==> src/decode_vote_confirm_assert.svh <==
// Assertion macros for the decode_vote_confirm RTL; the datapath includes them.
// The macros expect signals named clk and rst in the scope where they are used.
`ifndef DECODE_VOTE_CONFIRM_ASSERT_SVH
`define DECODE_VOTE_CONFIRM_ASSERT_SVH

`ifndef SYNTHESIS

// Same-cycle implication, disabled while reset is high.
`define DVC_ASSERT_IMPL(label, ante, cons) \
  label: assert property (@(posedge clk) disable iff (rst) (ante) |-> (cons)) \
    else $error("decode_vote_confirm: assertion failed");

// Next-cycle implication, disabled while reset is high.
`define DVC_ASSERT_NEXT(label, ante, cons) \
  label: assert property (@(posedge clk) disable iff (rst) (ante) |=> (cons)) \
    else $error("decode_vote_confirm: assertion failed");

`else

`define DVC_ASSERT_IMPL(label, ante, cons)
`define DVC_ASSERT_NEXT(label, ante, cons)

`endif

`endif

==> src/dvc_pkg.sv <==
// Shared types and constants for the symbol vote confirmation block.
// No dependencies; used by the controller, the datapath and the top level.
`default_nettype none

package dvc_pkg;

  // Fixed field widths.
  localparam int CHAR_W = 8;
  localparam int POS_W  = 6;

  // Character position saturates here.
  localparam logic [POS_W-1:0] POS_MAX = 6'd63;

  // Line terminator appended to a confirmed symbol.
  localparam logic [CHAR_W-1:0] CHAR_CR = 8'd13;
  localparam logic [CHAR_W-1:0] CHAR_LF = 8'd10;

  // Outcome reported for every ended symbol.
  typedef enum logic [1:0] {
    VERDICT_STORED    = 2'd0,
    VERDICT_CONFIRMED = 2'd1,
    VERDICT_PARTIAL   = 2'd2,
    VERDICT_TOO_LONG  = 2'd3
  } verdict_t;

  // Source of the character loaded into the output register.
  typedef enum logic [1:0] {
    OUT_BLANK = 2'd0,
    OUT_CHAR  = 2'd1,
    OUT_CR    = 2'd2,
    OUT_LF    = 2'd3
  } out_sel_t;

  // Commands from the controller to the datapath.
  typedef struct packed {
    logic     take;
    logic     compare;
    logic     decide;
    logic     hist_write;
    logic     cursor_inc;
    logic     store_done;
    logic     out_load;
    out_sel_t out_sel;
  } dp_cmd_t;

  // Status from the datapath to the controller.
  typedef struct packed {
    logic     last;
    verdict_t verdict;
    logic     cursor_done;
    logic     out_free;
  } dp_status_t;

endpackage

`default_nettype wire

==> src/dvc_ram.sv <==
// Generic single-write, single-read RAM with a registered read port.
// No dependencies.
`default_nettype none

module dvc_ram #(
  parameter int WIDTH = 8,
  parameter int DEPTH = 32
) (
  input  logic                                   clk,
  input  logic                                   we,
  input  logic [((DEPTH > 1) ? $clog2(DEPTH) : 1)-1:0] waddr,
  input  logic [WIDTH-1:0]                       wdata,
  input  logic [((DEPTH > 1) ? $clog2(DEPTH) : 1)-1:0] raddr,
  output logic [WIDTH-1:0]                       rdata
);

  logic [WIDTH-1:0] mem [DEPTH];

  // Write and registered read.
  always_ff @(posedge clk) begin
    if (we) begin
      mem[waddr] <= wdata;
    end
    rdata <= mem[raddr];
  end

endmodule

`default_nettype wire

==> src/dvc_ctrl.sv <==
// Controller state machine for the symbol vote confirmation block.
// Depends on dvc_pkg for the command and status structs.
`default_nettype none

module dvc_ctrl (
  input  logic                clk,
  input  logic                rst,
  input  logic                in_valid,
  output logic                in_ready,
  input  dvc_pkg::dp_status_t status,
  output dvc_pkg::dp_cmd_t    cmd
);

  typedef enum logic [8:0] {
    ST_IDLE    = 9'b000000001,
    ST_COMPARE = 9'b000000010,
    ST_DECIDE  = 9'b000000100,
    ST_COPY_RD = 9'b000001000,
    ST_COPY_WR = 9'b000010000,
    ST_REPORT  = 9'b000100000,
    ST_EMIT_RD = 9'b001000000,
    ST_EMIT_CH = 9'b010000000,
    ST_EMIT_CR = 9'b100000000
  } state_t;

  // The line feed closes a confirmed run; it reuses the report path.
  state_t state;
  state_t state_next;
  logic   emit_lf;
  logic   emit_lf_next;

  // Nothing is accepted while reset is held.
  assign in_ready = (state == ST_IDLE) && !rst;

  // Next state and command decode.
  always_comb begin
    state_next   = state;
    emit_lf_next = emit_lf;
    cmd          = '0;
    unique case (state)
      ST_IDLE: begin
        if (in_valid && in_ready) begin
          cmd.take   = 1'b1;
          state_next = ST_COMPARE;
        end
      end
      ST_COMPARE: begin
        cmd.compare = 1'b1;
        state_next  = status.last ? ST_DECIDE : ST_IDLE;
      end
      ST_DECIDE: begin
        cmd.decide = 1'b1;
        unique case (status.verdict)
          dvc_pkg::VERDICT_STORED:    state_next = ST_COPY_RD;
          dvc_pkg::VERDICT_CONFIRMED: state_next = ST_EMIT_RD;
          default:                    state_next = ST_REPORT;
        endcase
      end
      ST_COPY_RD: begin
        if (status.cursor_done) begin
          cmd.store_done = 1'b1;
          state_next     = ST_REPORT;
        end else begin
          state_next = ST_COPY_WR;
        end
      end
      ST_COPY_WR: begin
        cmd.hist_write = 1'b1;
        cmd.cursor_inc = 1'b1;
        state_next     = ST_COPY_RD;
      end
      ST_REPORT: begin
        if (status.out_free) begin
          cmd.out_load = 1'b1;
          cmd.out_sel  = emit_lf ? dvc_pkg::OUT_LF : dvc_pkg::OUT_BLANK;
          emit_lf_next = 1'b0;
          state_next   = ST_IDLE;
        end
      end
      ST_EMIT_RD: begin
        state_next = status.cursor_done ? ST_EMIT_CR : ST_EMIT_CH;
      end
      ST_EMIT_CH: begin
        if (status.out_free) begin
          cmd.out_load   = 1'b1;
          cmd.out_sel    = dvc_pkg::OUT_CHAR;
          cmd.cursor_inc = 1'b1;
          state_next     = ST_EMIT_RD;
        end
      end
      ST_EMIT_CR: begin
        if (status.out_free) begin
          cmd.out_load = 1'b1;
          cmd.out_sel  = dvc_pkg::OUT_CR;
          emit_lf_next = 1'b1;
          state_next   = ST_REPORT;
        end
      end
      default: begin
        state_next   = ST_IDLE;
        emit_lf_next = 1'b0;
      end
    endcase
  end

  // State registers.
  always_ff @(posedge clk) begin
    if (rst) begin
      state   <= ST_IDLE;
      emit_lf <= 1'b0;
    end else begin
      state   <= state_next;
      emit_lf <= emit_lf_next;
    end
  end

endmodule

`default_nettype wire

==> src/dvc_datapath.sv <==
// Datapath: staging buffer, per-slot history RAMs, vote logic and output register.
// Depends on dvc_pkg, dvc_ram and decode_vote_confirm_assert.svh.
`default_nettype none

`include "decode_vote_confirm_assert.svh"

module dvc_datapath #(
  parameter int SLOTS            = 8,
  parameter int MAX_SYMBOL_CHARS = 32
) (
  input  logic                clk,
  input  logic                rst,
  input  dvc_pkg::dp_cmd_t    cmd,
  output dvc_pkg::dp_status_t status,
  input  logic [7:0]          symbol_char,
  input  logic                char_last,
  input  logic                symbol_complete,
  output logic                out_valid,
  input  logic                out_ready,
  output logic [7:0]          out_char,
  output logic                out_last,
  output logic [1:0]          verdict,
  output logic [5:0]          symbol_length
);

  localparam int AW    = (MAX_SYMBOL_CHARS > 1) ? $clog2(MAX_SYMBOL_CHARS) : 1;
  localparam int SW    = $clog2(SLOTS);
  localparam int FW    = $clog2(SLOTS + 1);
  localparam int NEED  = SLOTS / 2;
  localparam int POS_W = dvc_pkg::POS_W;
  localparam int CW    = dvc_pkg::CHAR_W;
  localparam logic [POS_W-1:0] MAX_POS = POS_W'(MAX_SYMBOL_CHARS);

  // Symbol being assembled.
  logic [CW-1:0]    ch_reg;
  logic             last_reg;
  logic             complete_reg;
  logic [POS_W-1:0] char_position;
  logic [SLOTS-1:0] match_flags;
  logic             overlong;

  // History bookkeeping; written length per slot stands in for a clearing pass.
  logic [SW-1:0]    write_slot;
  logic [FW-1:0]    fill_count;
  logic [POS_W-1:0] slot_len [SLOTS];

  // Ended symbol and read cursor.
  dvc_pkg::verdict_t verdict_reg;
  logic [POS_W-1:0]  sym_len;
  logic [POS_W-1:0]  cursor;

  // Memory read data.
  logic [CW-1:0] stage_rd;
  logic [CW-1:0] slot_rd [SLOTS];

  // Combinational vote results.
  logic [SLOTS-1:0]  flags_cmp;
  logic [SLOTS-1:0]  filled;
  logic [FW-1:0]     votes;
  dvc_pkg::verdict_t verdict_next;
  logic [CW-1:0]     out_char_next;
  logic              in_range;

  assign in_range = (char_position < MAX_POS);

  // Staging buffer: written at the character position, read at the cursor.
  dvc_ram #(
    .WIDTH (CW),
    .DEPTH (MAX_SYMBOL_CHARS)
  ) u_stage_ram (
    .clk   (clk),
    .we    (cmd.take && in_range),
    .waddr (char_position[AW-1:0]),
    .wdata (symbol_char),
    .raddr (cursor[AW-1:0]),
    .rdata (stage_rd)
  );

  // One history RAM per slot, all read at the current character position.
  for (genvar s = 0; s < SLOTS; s++) begin : g_slot
    dvc_ram #(
      .WIDTH (CW),
      .DEPTH (MAX_SYMBOL_CHARS)
    ) u_slot_ram (
      .clk   (clk),
      .we    (cmd.hist_write && (write_slot == SW'(s))),
      .waddr (cursor[AW-1:0]),
      .wdata (stage_rd),
      .raddr (char_position[AW-1:0]),
      .rdata (slot_rd[s])
    );
  end

  // Per-slot compare; bytes beyond a slot's written length read as zero.
  always_comb begin
    logic [CW-1:0] hist_byte;
    flags_cmp = match_flags;
    for (int s = 0; s < SLOTS; s++) begin
      hist_byte = (char_position < slot_len[s]) ? slot_rd[s] : '0;
      if (hist_byte != ch_reg) begin
        flags_cmp[s] = 1'b0;
      end
    end
  end

  // Vote over filled slots and the verdict for the ended symbol.
  always_comb begin
    for (int s = 0; s < SLOTS; s++) begin
      filled[s] = (FW'(s) < fill_count);
    end
    votes = FW'($countones(match_flags & filled));
    priority if (!complete_reg) begin
      verdict_next = dvc_pkg::VERDICT_PARTIAL;
    end else if (overlong) begin
      verdict_next = dvc_pkg::VERDICT_TOO_LONG;
    end else if ((fill_count >= FW'(NEED)) && (votes >= FW'(NEED))) begin
      verdict_next = dvc_pkg::VERDICT_CONFIRMED;
    end else begin
      verdict_next = dvc_pkg::VERDICT_STORED;
    end
  end

  // Output character selection.
  always_comb begin
    unique case (cmd.out_sel)
      dvc_pkg::OUT_BLANK: out_char_next = '0;
      dvc_pkg::OUT_CHAR:  out_char_next = stage_rd;
      dvc_pkg::OUT_CR:    out_char_next = dvc_pkg::CHAR_CR;
      dvc_pkg::OUT_LF:    out_char_next = dvc_pkg::CHAR_LF;
      default:            out_char_next = '0;
    endcase
  end

  // Status to the controller.
  assign status.last        = last_reg;
  assign status.verdict     = verdict_next;
  assign status.cursor_done = (cursor == sym_len);
  assign status.out_free    = !out_valid || out_ready;

  // Control registers.
  always_ff @(posedge clk) begin
    if (rst) begin
      char_position <= '0;
      match_flags   <= '1;
      overlong      <= 1'b0;
      write_slot    <= '0;
      fill_count    <= '0;
      cursor        <= '0;
      out_valid     <= 1'b0;
      for (int s = 0; s < SLOTS; s++) begin
        slot_len[s] <= '0;
      end
    end else begin
      if (cmd.compare) begin
        if (in_range) begin
          match_flags <= flags_cmp;
        end else begin
          overlong <= 1'b1;
        end
        if (char_position < dvc_pkg::POS_MAX) begin
          char_position <= char_position + POS_W'(1);
        end
      end
      if (cmd.decide) begin
        char_position <= '0;
        match_flags   <= '1;
        overlong      <= 1'b0;
        cursor        <= '0;
      end
      if (cmd.cursor_inc) begin
        cursor <= cursor + POS_W'(1);
      end
      if (cmd.store_done) begin
        write_slot <= (write_slot == SW'(SLOTS - 1)) ? '0 : write_slot + SW'(1);
        if (fill_count < FW'(SLOTS)) begin
          fill_count <= fill_count + FW'(1);
        end
        if (sym_len > slot_len[write_slot]) begin
          slot_len[write_slot] <= sym_len;
        end
      end
      if (cmd.out_load) begin
        out_valid <= 1'b1;
      end else if (out_ready) begin
        out_valid <= 1'b0;
      end
    end
  end

  // Payload registers.
  always_ff @(posedge clk) begin
    if (cmd.take) begin
      ch_reg       <= symbol_char;
      last_reg     <= char_last;
      complete_reg <= symbol_complete;
    end
    if (cmd.decide) begin
      verdict_reg <= verdict_next;
      sym_len     <= char_position;
    end
    if (cmd.out_load) begin
      out_char      <= out_char_next;
      out_last      <= (cmd.out_sel == dvc_pkg::OUT_BLANK) ||
                       (cmd.out_sel == dvc_pkg::OUT_LF);
      verdict       <= verdict_reg;
      symbol_length <= sym_len;
    end
  end

  `DVC_ASSERT_IMPL(a_fill_bound, 1'b1, fill_count <= FW'(SLOTS))
  `DVC_ASSERT_IMPL(a_copy_in_range, cmd.hist_write, cursor < sym_len)
  `DVC_ASSERT_IMPL(a_confirm_ends_lf, out_valid && out_last && (verdict == dvc_pkg::VERDICT_CONFIRMED), out_char == dvc_pkg::CHAR_LF)
  `DVC_ASSERT_IMPL(a_single_result, out_valid && (verdict != dvc_pkg::VERDICT_CONFIRMED), out_last && (out_char == '0))
  `DVC_ASSERT_NEXT(a_symbol_cleared, cmd.decide, (char_position == '0) && !overlong && (match_flags == '1))

endmodule

`default_nettype wire

==> src/decode_vote_confirm.sv <==
// Symbol vote confirmation: a decoded symbol arrives one character per transaction and is
// compared as it arrives against SLOTS history slots held in per-slot RAMs. Each character
// is accepted, then compared against one registered read of every slot RAM. After the
// final character a decide state settles the outcome. A stored symbol is copied from the
// staging RAM into its ring slot through a read state and a write state per character,
// then one result transaction reports it; partial and overlong symbols go straight to
// one result. A confirmed symbol is sent character by character through a read state and
// an emit state, then CR and LF, paced by out_ready. No new character is accepted until
// the current symbol's work is done, but the last result may still wait in the output
// register. History appears all zero after reset with no clearing pass, since each slot
// tracks its written length. Depends on dvc_pkg, dvc_ctrl and dvc_datapath.
`default_nettype none

module decode_vote_confirm #(
  parameter int SLOTS            = 8,
  parameter int MAX_SYMBOL_CHARS = 32
) (
  input  logic       clk,
  input  logic       rst,
  input  logic       in_valid,
  output logic       in_ready,
  input  logic [7:0] symbol_char,
  input  logic       char_last,
  input  logic       symbol_complete,
  output logic       out_valid,
  input  logic       out_ready,
  output logic [7:0] out_char,
  output logic       out_last,
  output logic [1:0] verdict,
  output logic [5:0] symbol_length
);

  dvc_pkg::dp_cmd_t    cmd;
  dvc_pkg::dp_status_t status;

  // Sequencing of each character and each ended symbol.
  dvc_ctrl u_ctrl (
    .clk      (clk),
    .rst      (rst),
    .in_valid (in_valid),
    .in_ready (in_ready),
    .status   (status),
    .cmd      (cmd)
  );

  // Storage, compare, vote and output register.
  dvc_datapath #(
    .SLOTS            (SLOTS),
    .MAX_SYMBOL_CHARS (MAX_SYMBOL_CHARS)
  ) u_datapath (
    .clk             (clk),
    .rst             (rst),
    .cmd             (cmd),
    .status          (status),
    .symbol_char     (symbol_char),
    .char_last       (char_last),
    .symbol_complete (symbol_complete),
    .out_valid       (out_valid),
    .out_ready       (out_ready),
    .out_char        (out_char),
    .out_last        (out_last),
    .verdict         (verdict),
    .symbol_length   (symbol_length)
  );

endmodule

`default_nettype wire
==> config.mk <==
export PLATFORM = sky130hd
export DESIGN_NAME = decode_vote_confirm
export DESIGN_NICKNAME = d
export VERILOG_FILES = /design/src/dvc_pkg.sv /design/src/dvc_ram.sv /design/src/dvc_ctrl.sv /design/src/dvc_datapath.sv /design/src/decode_vote_confirm.sv
export VERILOG_INCLUDE_DIRS = /design/src /design/src/src
export SDC_FILE = /design/constraint.sdc
export NUM_CORES = 2
export LEC_CHECK = 0
export ABC_CLOCK_PERIOD_IN_PS = 7300
export BUFFER_PORTS_ARGS = -buffer_cell sky130_fd_sc_hd__buf_4
export CAP_MARGIN = 15
export CORE_MARGIN = 2
export CORE_UTILIZATION = 50
export CTS_CLUSTER_SIZE = 28
export DETAILED_ROUTE_END_ITERATION = 8
export GPL_TIMING_DRIVEN = 0
export PLACE_DENSITY = 0.73
export SLEW_MARGIN = 20
export SYNTH_ARGS = -nofsm -noshare
export SYNTH_HDL_FRONTEND = slang
export SYNTH_SLANG_ARGS = --single-unit
==> constraint.sdc <==
create_clock -name clk -period 7.3 [get_ports clk]
set_clock_uncertainty 0.15 [all_clocks]
set_input_delay 0.365 -clock clk [delete_from_list [all_inputs] [get_ports clk]]
set_output_delay 0.365 -clock clk [all_outputs]
set_load 0.02 [all_outputs]
# Word level (Yosys, flattened, before mapping)
# Memory sizes are Yosys's and may differ from the RTL's. A register that Yosys moved wholly into a read port is not among the register bits.
# Index checks and enable logic that the tools add are counted.
# W data, S select, Z words.
# totals
register_bits	74
latchBits	0
ram_bits	2352
mem_bits_ro	0
input_bits	14
output_inout_bits	19
elab_cells	213
n_memories	10
# memory_table
memory	words	word_bits	read_ports	rd_clocked_by_memory_dff	wr	line_no	source
u_datapath.g_slot[0].u_slot_ram.mem	32	8	1	1	1	dvc_ram.sv:17	logic [WIDTH-1:0] mem [DEPTH];
u_datapath.g_slot[1].u_slot_ram.mem	32	8	1	1	1	dvc_ram.sv:17	
u_datapath.g_slot[2].u_slot_ram.mem	32	8	1	1	1	dvc_ram.sv:17	
u_datapath.g_slot[3].u_slot_ram.mem	32	8	1	1	1	dvc_ram.sv:17	
u_datapath.g_slot[4].u_slot_ram.mem	32	8	1	1	1	dvc_ram.sv:17	
u_datapath.g_slot[5].u_slot_ram.mem	32	8	1	1	1	dvc_ram.sv:17	
+4 memories	-	-	-	-	-	-	
# op_classes
add_sub_neg	11
mul	0
div_mod_pow	0
n_lt_le_gt_ge	22
eq_ne	33
n_shift	0
n_mux	72
n_bitwise	3
reduce_logical	37
# op_table
operator	n
$pmux W9 S9	1
$mux W8	8
$ne A8 B8 Y1	8
$lt A6 B6 Y1	8
$mux W9	5
$mux W1	38
$pmux W8 S4	1
$reduce_and A3 Y1	9
$mux W3	8
$mux W6	4
$lt A3 B4 Y1 const A	4
$pmux W7 S2	1
$add A4 B4 Y4	3
$add A6 B1 Y6 const B	2
$eq A3 B3 Y1 const B	4
$logic_and A1 B1 Y1	12
$lt A6 B6 Y1 const B	2
$eq A9 B1 Y1 const B	1
$eq A9 B2 Y1 const B	1
$eq A9 B3 Y1 const B	1
$eq A9 B4 Y1 const B	1
$eq A9 B5 Y1 const B	1
$eq A9 B6 Y1 const B	1
$eq A9 B7 Y1 const B	1
other kinds (32)	53

# Longest topological paths before layout
# depth
word_depth	13
ltp_mapped	15
mapped_depth_nobuf	15

# Modules after synthesis
# Synthesis repeated with hierarchy kept, for this count alone.
# unflattened
hier_cells	4571
hier_area_um2	98547.0
# modules_own_cells
mod	n_inst	cells_each	area_per_inst_um2	seq_area_each_um2
dvc_ram	9	417	10053.4	7847.5
dvc_datapath	1	709	7219.4	3133.0
dvc_ctrl	1	109	847.1	200.2

# Worst setup path after synthesis
# OpenSTA, ideal clock, no wires.
# synth_path
path_kind	reg-to-reg
start	register u_datapath.u_stage_ram.rdata[3] (read register of u_datapath.u_stage_ram.mem)
end	memory u_datapath.g_slot[0].u_slot_ram.mem[0][3], data pin
setup_ns	0.856
t_arrival_ns	3.398
setup_slack_ns	2.897
stages_incl_launch_ff	1
path_buffers	0
period_less_slack_ns	4.403
path_cell_list	dfxtp_1
# synth_lines
item	line_no	source
start: declaration	dvc_ram.sv:14	output logic [WIDTH-1:0] rdata
end: declaration	dvc_ram.sv:17	
# Straight into the memory's write port.

==> impl_summary.md <==
Run status
The flow ran to the end, and the final reports show no timing, DRC or antenna violations.

Logic synthesis
Of the total synthesized cell area, the portion taken by AND, OR, NAND and NOR gates is 0.03746. The synthesized-area fraction occupied by adder cells is 0.009863. The most frequently used flop master after synthesis is sky130_fd_sc_hd__edfxtp_1. The number of enable flip-flop cells after synthesis is 2387. The distinct cell type count of the synthesized netlist is 68.

The share of synthesized area in the top cell type comes to 0.7395. The number of synthesis warnings is 0. The cell area after synthesis is 96920 um2. The synthesized net count is 4808. Of the total synthesized cell area, the portion taken by XOR and XNOR cells is 0.001627. By count the netlist is led by sky130_fd_sc_hd__edfxtp_1, sky130_fd_sc_hd__mux4_2, sky130_fd_sc_hd__nor2_1, sky130_fd_sc_hd__a22oi_1, sky130_fd_sc_hd__clkbuf_1. The most common cell in the synthesized netlist is sky130_fd_sc_hd__edfxtp_1.

The synthesized area per cell is 20.53 um2. The proportion of synthesized flip-flops having asynchronous set or reset is 0. The cell type contributing the most total cell area after synthesis is sky130_fd_sc_hd__edfxtp_1.

The synthesized design contains 2501 register bits. Of the synthesized area, sequential elements account for 0.7631. The complex-gate fraction of the synthesized area was 0.03243. The synthesized instance count is 4720. The proportion of synthesized area in mux cells is 0.1410. The largest family of logic cells by synthesized area is multiplexers. Yosys attributes the largest share of cell area to sky130_fd_sc_hd__edfxtp_1, sky130_fd_sc_hd__mux4_2, sky130_fd_sc_hd__dfxtp_1.

Critical path
STA classifies the critical path startpoint as a register. The largest fanout on the critical path is 13. By instance count, the cell type seen most on the critical path is sky130_fd_sc_hd__clkbuf_1.

STA puts the critical path data required time at 7.81 ns. The delay of the slowest cell on the worst path is 0.96 ns. The endpoint arrival time on the critical path is 5.37 ns. The worst-path cell with the longest stage delay is sky130_fd_sc_hd__dfxtp_1. The worst setup path is of the reg2reg kind. Measured in cells, the most critical reg-to-reg path has a length of 6. The worst setup path is captured at a register. Walking the worst path, the cells encountered are buf_2 > clkbuf_1 > clkbuf_1 > mux4_2 > a22oi_1 > nand4_1.

Floorplan
The height of the die is 444.3 um. The count of standard-cell rows is 161. The core outline area is 192600 um2.

The die width is 444.3 um. The total die area is 197400 um2. 33 I/O pins were placed.

For this configuration, the core starts out at a cell density of 0.5033.

Power and ir drop
The design draws 28.50 mW. Dividing total power by cell area gives a power density of 262.0 nW/um2. The worst supply voltage drop on vdd is 0.0003078 V. Summed over all cells, the static leakage comes to 33.17 nW.

CTS
The CTS buffer count is 225. The H-tree level count is 4. The buffers inserted during post-CTS setup optimization is 0. For the worst-skew pair, the clock arrives at the later sink with an insertion delay of 0.90 ns.

The clock transition at the registers of the reported paths is 0.06 ns. The maximum clock insertion buffer count is 3. The clock tree root buffer cell is sky130_fd_sc_hd__clkbuf_16. TritonCTS built the clock tree. Counting every sink on the clock net gives 2501.

Finish
The synthesis-to-layout area growth is 12.23%. More flip-flops sit in one register than any other, and that register is u_datapath.g_slot.u_slot_ram.mem. The register area is 73990 um2. After the flow finishes, the layout carries non-filler instances totaling 7789. The total of fill cells in the finished design is 13.83k. The largest registers in the layout are u_datapath.g_slot.u_slot_ram.mem x2048, u_datapath.u_stage_ram.mem x256, u_datapath.g_slot.u_slot_ram.rdata x64. Of the cells placed in the final design, the portion with a size suffix greater than 1 is 0.2368. In the final design database the tool counted 5122 nets. The register with the most flip-flops in the layout has 2048 of them. The footprint of the multi-input gates is 21690 um2.

STA
Setup repair after global routing left no endpoint under its margin. The summed negative setup slack over all endpoints is 0 ns. The hold violation count in the final report is 0.

The shortest period the worst path allows is 4.859 ns. The peak clock frequency supported by timing is 0.2058 GHz. The number of endpoints failing setup at the final stage is 0. The remaining max-slew budget at the tightest pin is 0.1348. The number of pins exceeding their max-slew limit in the final report is 0. The final worst-path cycle share is 0.6656. At the pin with the least slew margin, the transition time is 1.295 ns.

Drt
In the routed design, unresolved DRC markers number 0. The number of violations reported at the end of detailed-routing iteration 0 is 9399. In the routed layout, each cell is associated on average with a via count of 6.796. The detailed-router iteration count before antenna repair is 8.

Summed over all layers, the routed wires come to 284300 um. The count of nets left with antenna violations after detail routing is 0. The routed layout has 52.93k vias.

The average detailed-routed wire length per instance is 36.50 um.

Place
The sum of net half-perimeters after detailed placement is 182400 um. The port buffer count is 31. Routability-driven placement finished with a final weighted congestion of 0.9301. Once placement completed, the tool counted placed cells totaling 7319.

Min path
The worst hold path depth is 2. The class of the tightest hold or removal check is in2reg.

Global routing
The global-route usage over all layers is 0.2868. The first global-routing pass estimated 392200 um of wire. The maximum number of pins on one net before global-route repair is 85. The number of antenna violations at the first check in global routing is 20. The number of global-route vias before repair is 51.20k. The total overflow reported by the global router is 0.

Job
The count of maximum capacitance violations is 0.
==> metal layers <==
layer / part of all wire / track usage / vias to the layer above
li1: - / - / 20270
met1: 0.34 / 0.3682 / 27180
met2: 0.45 / 0.4266 / 4502
met3: 0.14 / 0.1023 / 971
met4: 0.067 / 0.1620 / 14
met5: 0.00032 / 0.0002442 / -
==> stage by stage <==
step                  util  hold WS, ns  worst slack (ns)  area (um2)
floorplan                -       0.2503             2.897       96920
global placement    0.5209       0.2649            -1.075      100300
detailed placement  0.5270       0.2545             2.641      101500
CTS                 0.5644      0.02009             2.634      108700
global route        0.5645      0.07590             2.494      108700
finish              0.5649      0.07409             2.441      108800
==> worst max-delay path: cells and delay by family, from the launching register on <==
| family | cells | cell delay (ns) |
|---|---|---|
| multiplexers | 1 | 0.41 |
| buffers and inverters | 3 | 2.30 |
| flip-flops | 1 | 0.96 |
| AND/OR/NAND/NOR | 1 | 0.34 |
| AO/OA/AOI/OAI | 1 | 0.43 |
==> what timing repair did <==
item	4_1_cts	5_1_grt
hold buffers	14	0
endpoints found under the hold margin	280	0
gates resized for setup	0	0
==> power breakdown <==
part / switching (mW) / internal (mW) / total (mW)
sequential: 0.111 / 15.9 / 16.0
clock: 5.21 / 6.21 / 11.4
combinational: 0.733 / 0.380 / 1.11
total: 6.06 / 22.4 / 28.5
==> placed cells by master, fill, tap and decap left out, types with 12 or more instances in the layout <==
cell	count
sky130_fd_sc_hd__a21oi_1	108
sky130_fd_sc_hd__a22oi_1	261
sky130_fd_sc_hd__and2_1	51
sky130_fd_sc_hd__and3_1	69
sky130_fd_sc_hd__buf_12	13
sky130_fd_sc_hd__buf_16	23
sky130_fd_sc_hd__buf_2	108
sky130_fd_sc_hd__buf_4	38
sky130_fd_sc_hd__clkbuf_1	155
sky130_fd_sc_hd__clkbuf_16	231
sky130_fd_sc_hd__clkbuf_2	48
sky130_fd_sc_hd__clkbuf_8	21
sky130_fd_sc_hd__clkinv_1	40
sky130_fd_sc_hd__clkinv_2	36
sky130_fd_sc_hd__dfxtp_1	106
sky130_fd_sc_hd__diode_2	36
sky130_fd_sc_hd__dlygate4sd3_1	14
sky130_fd_sc_hd__edfxtp_1	2387
sky130_fd_sc_hd__ha_1	70
sky130_fd_sc_hd__inv_1	61
sky130_fd_sc_hd__mux2_2	13
sky130_fd_sc_hd__mux2i_1	14
sky130_fd_sc_hd__mux4_2	594
sky130_fd_sc_hd__nand2_1	57
sky130_fd_sc_hd__nand2b_1	14
sky130_fd_sc_hd__nand3_2	17
sky130_fd_sc_hd__nand4_1	76
sky130_fd_sc_hd__nor2_1	334
sky130_fd_sc_hd__nor2b_1	18
sky130_fd_sc_hd__nor3_1	12
sky130_fd_sc_hd__o22ai_1	32
sky130_fd_sc_hd__xnor2_1	14
==> cell type report <==
type,instances,share of cell area
plain buffers,264,0.01142
diodes,36,0.0008282
well taps,2526,0.02905
clock buffers,317,0.05804
flip-flops and latches,2501,0.6802
inverters,63,0.002174
clock inverters,103,0.006740
multi-input cells,1892,0.1994
repair buffers,87,0.01212
==> cell families after synthesis <==
family,after synthesis
compound gates,454
xor+xnor,18
fa+ha+maj,74
buf+inv,327
flops,2501
mux,621
simple gates,725
==> final timing paths <==
check / start / end / slack (ns)
max: u_datapath.char_position[1] / u_datapath.g_slot[1].u_slot_ram.rdata[4] / 2.44
min: symbol_complete / u_datapath.complete_reg / 0.07
max reg2reg: u_datapath.char_position[1] / u_datapath.g_slot[1].u_slot_ram.rdata[4] / 2.44
min reg2reg: u_datapath.verdict_reg[0] / u_datapath.verdict[0] / 0.27
(Power assumes the default switching activity.)
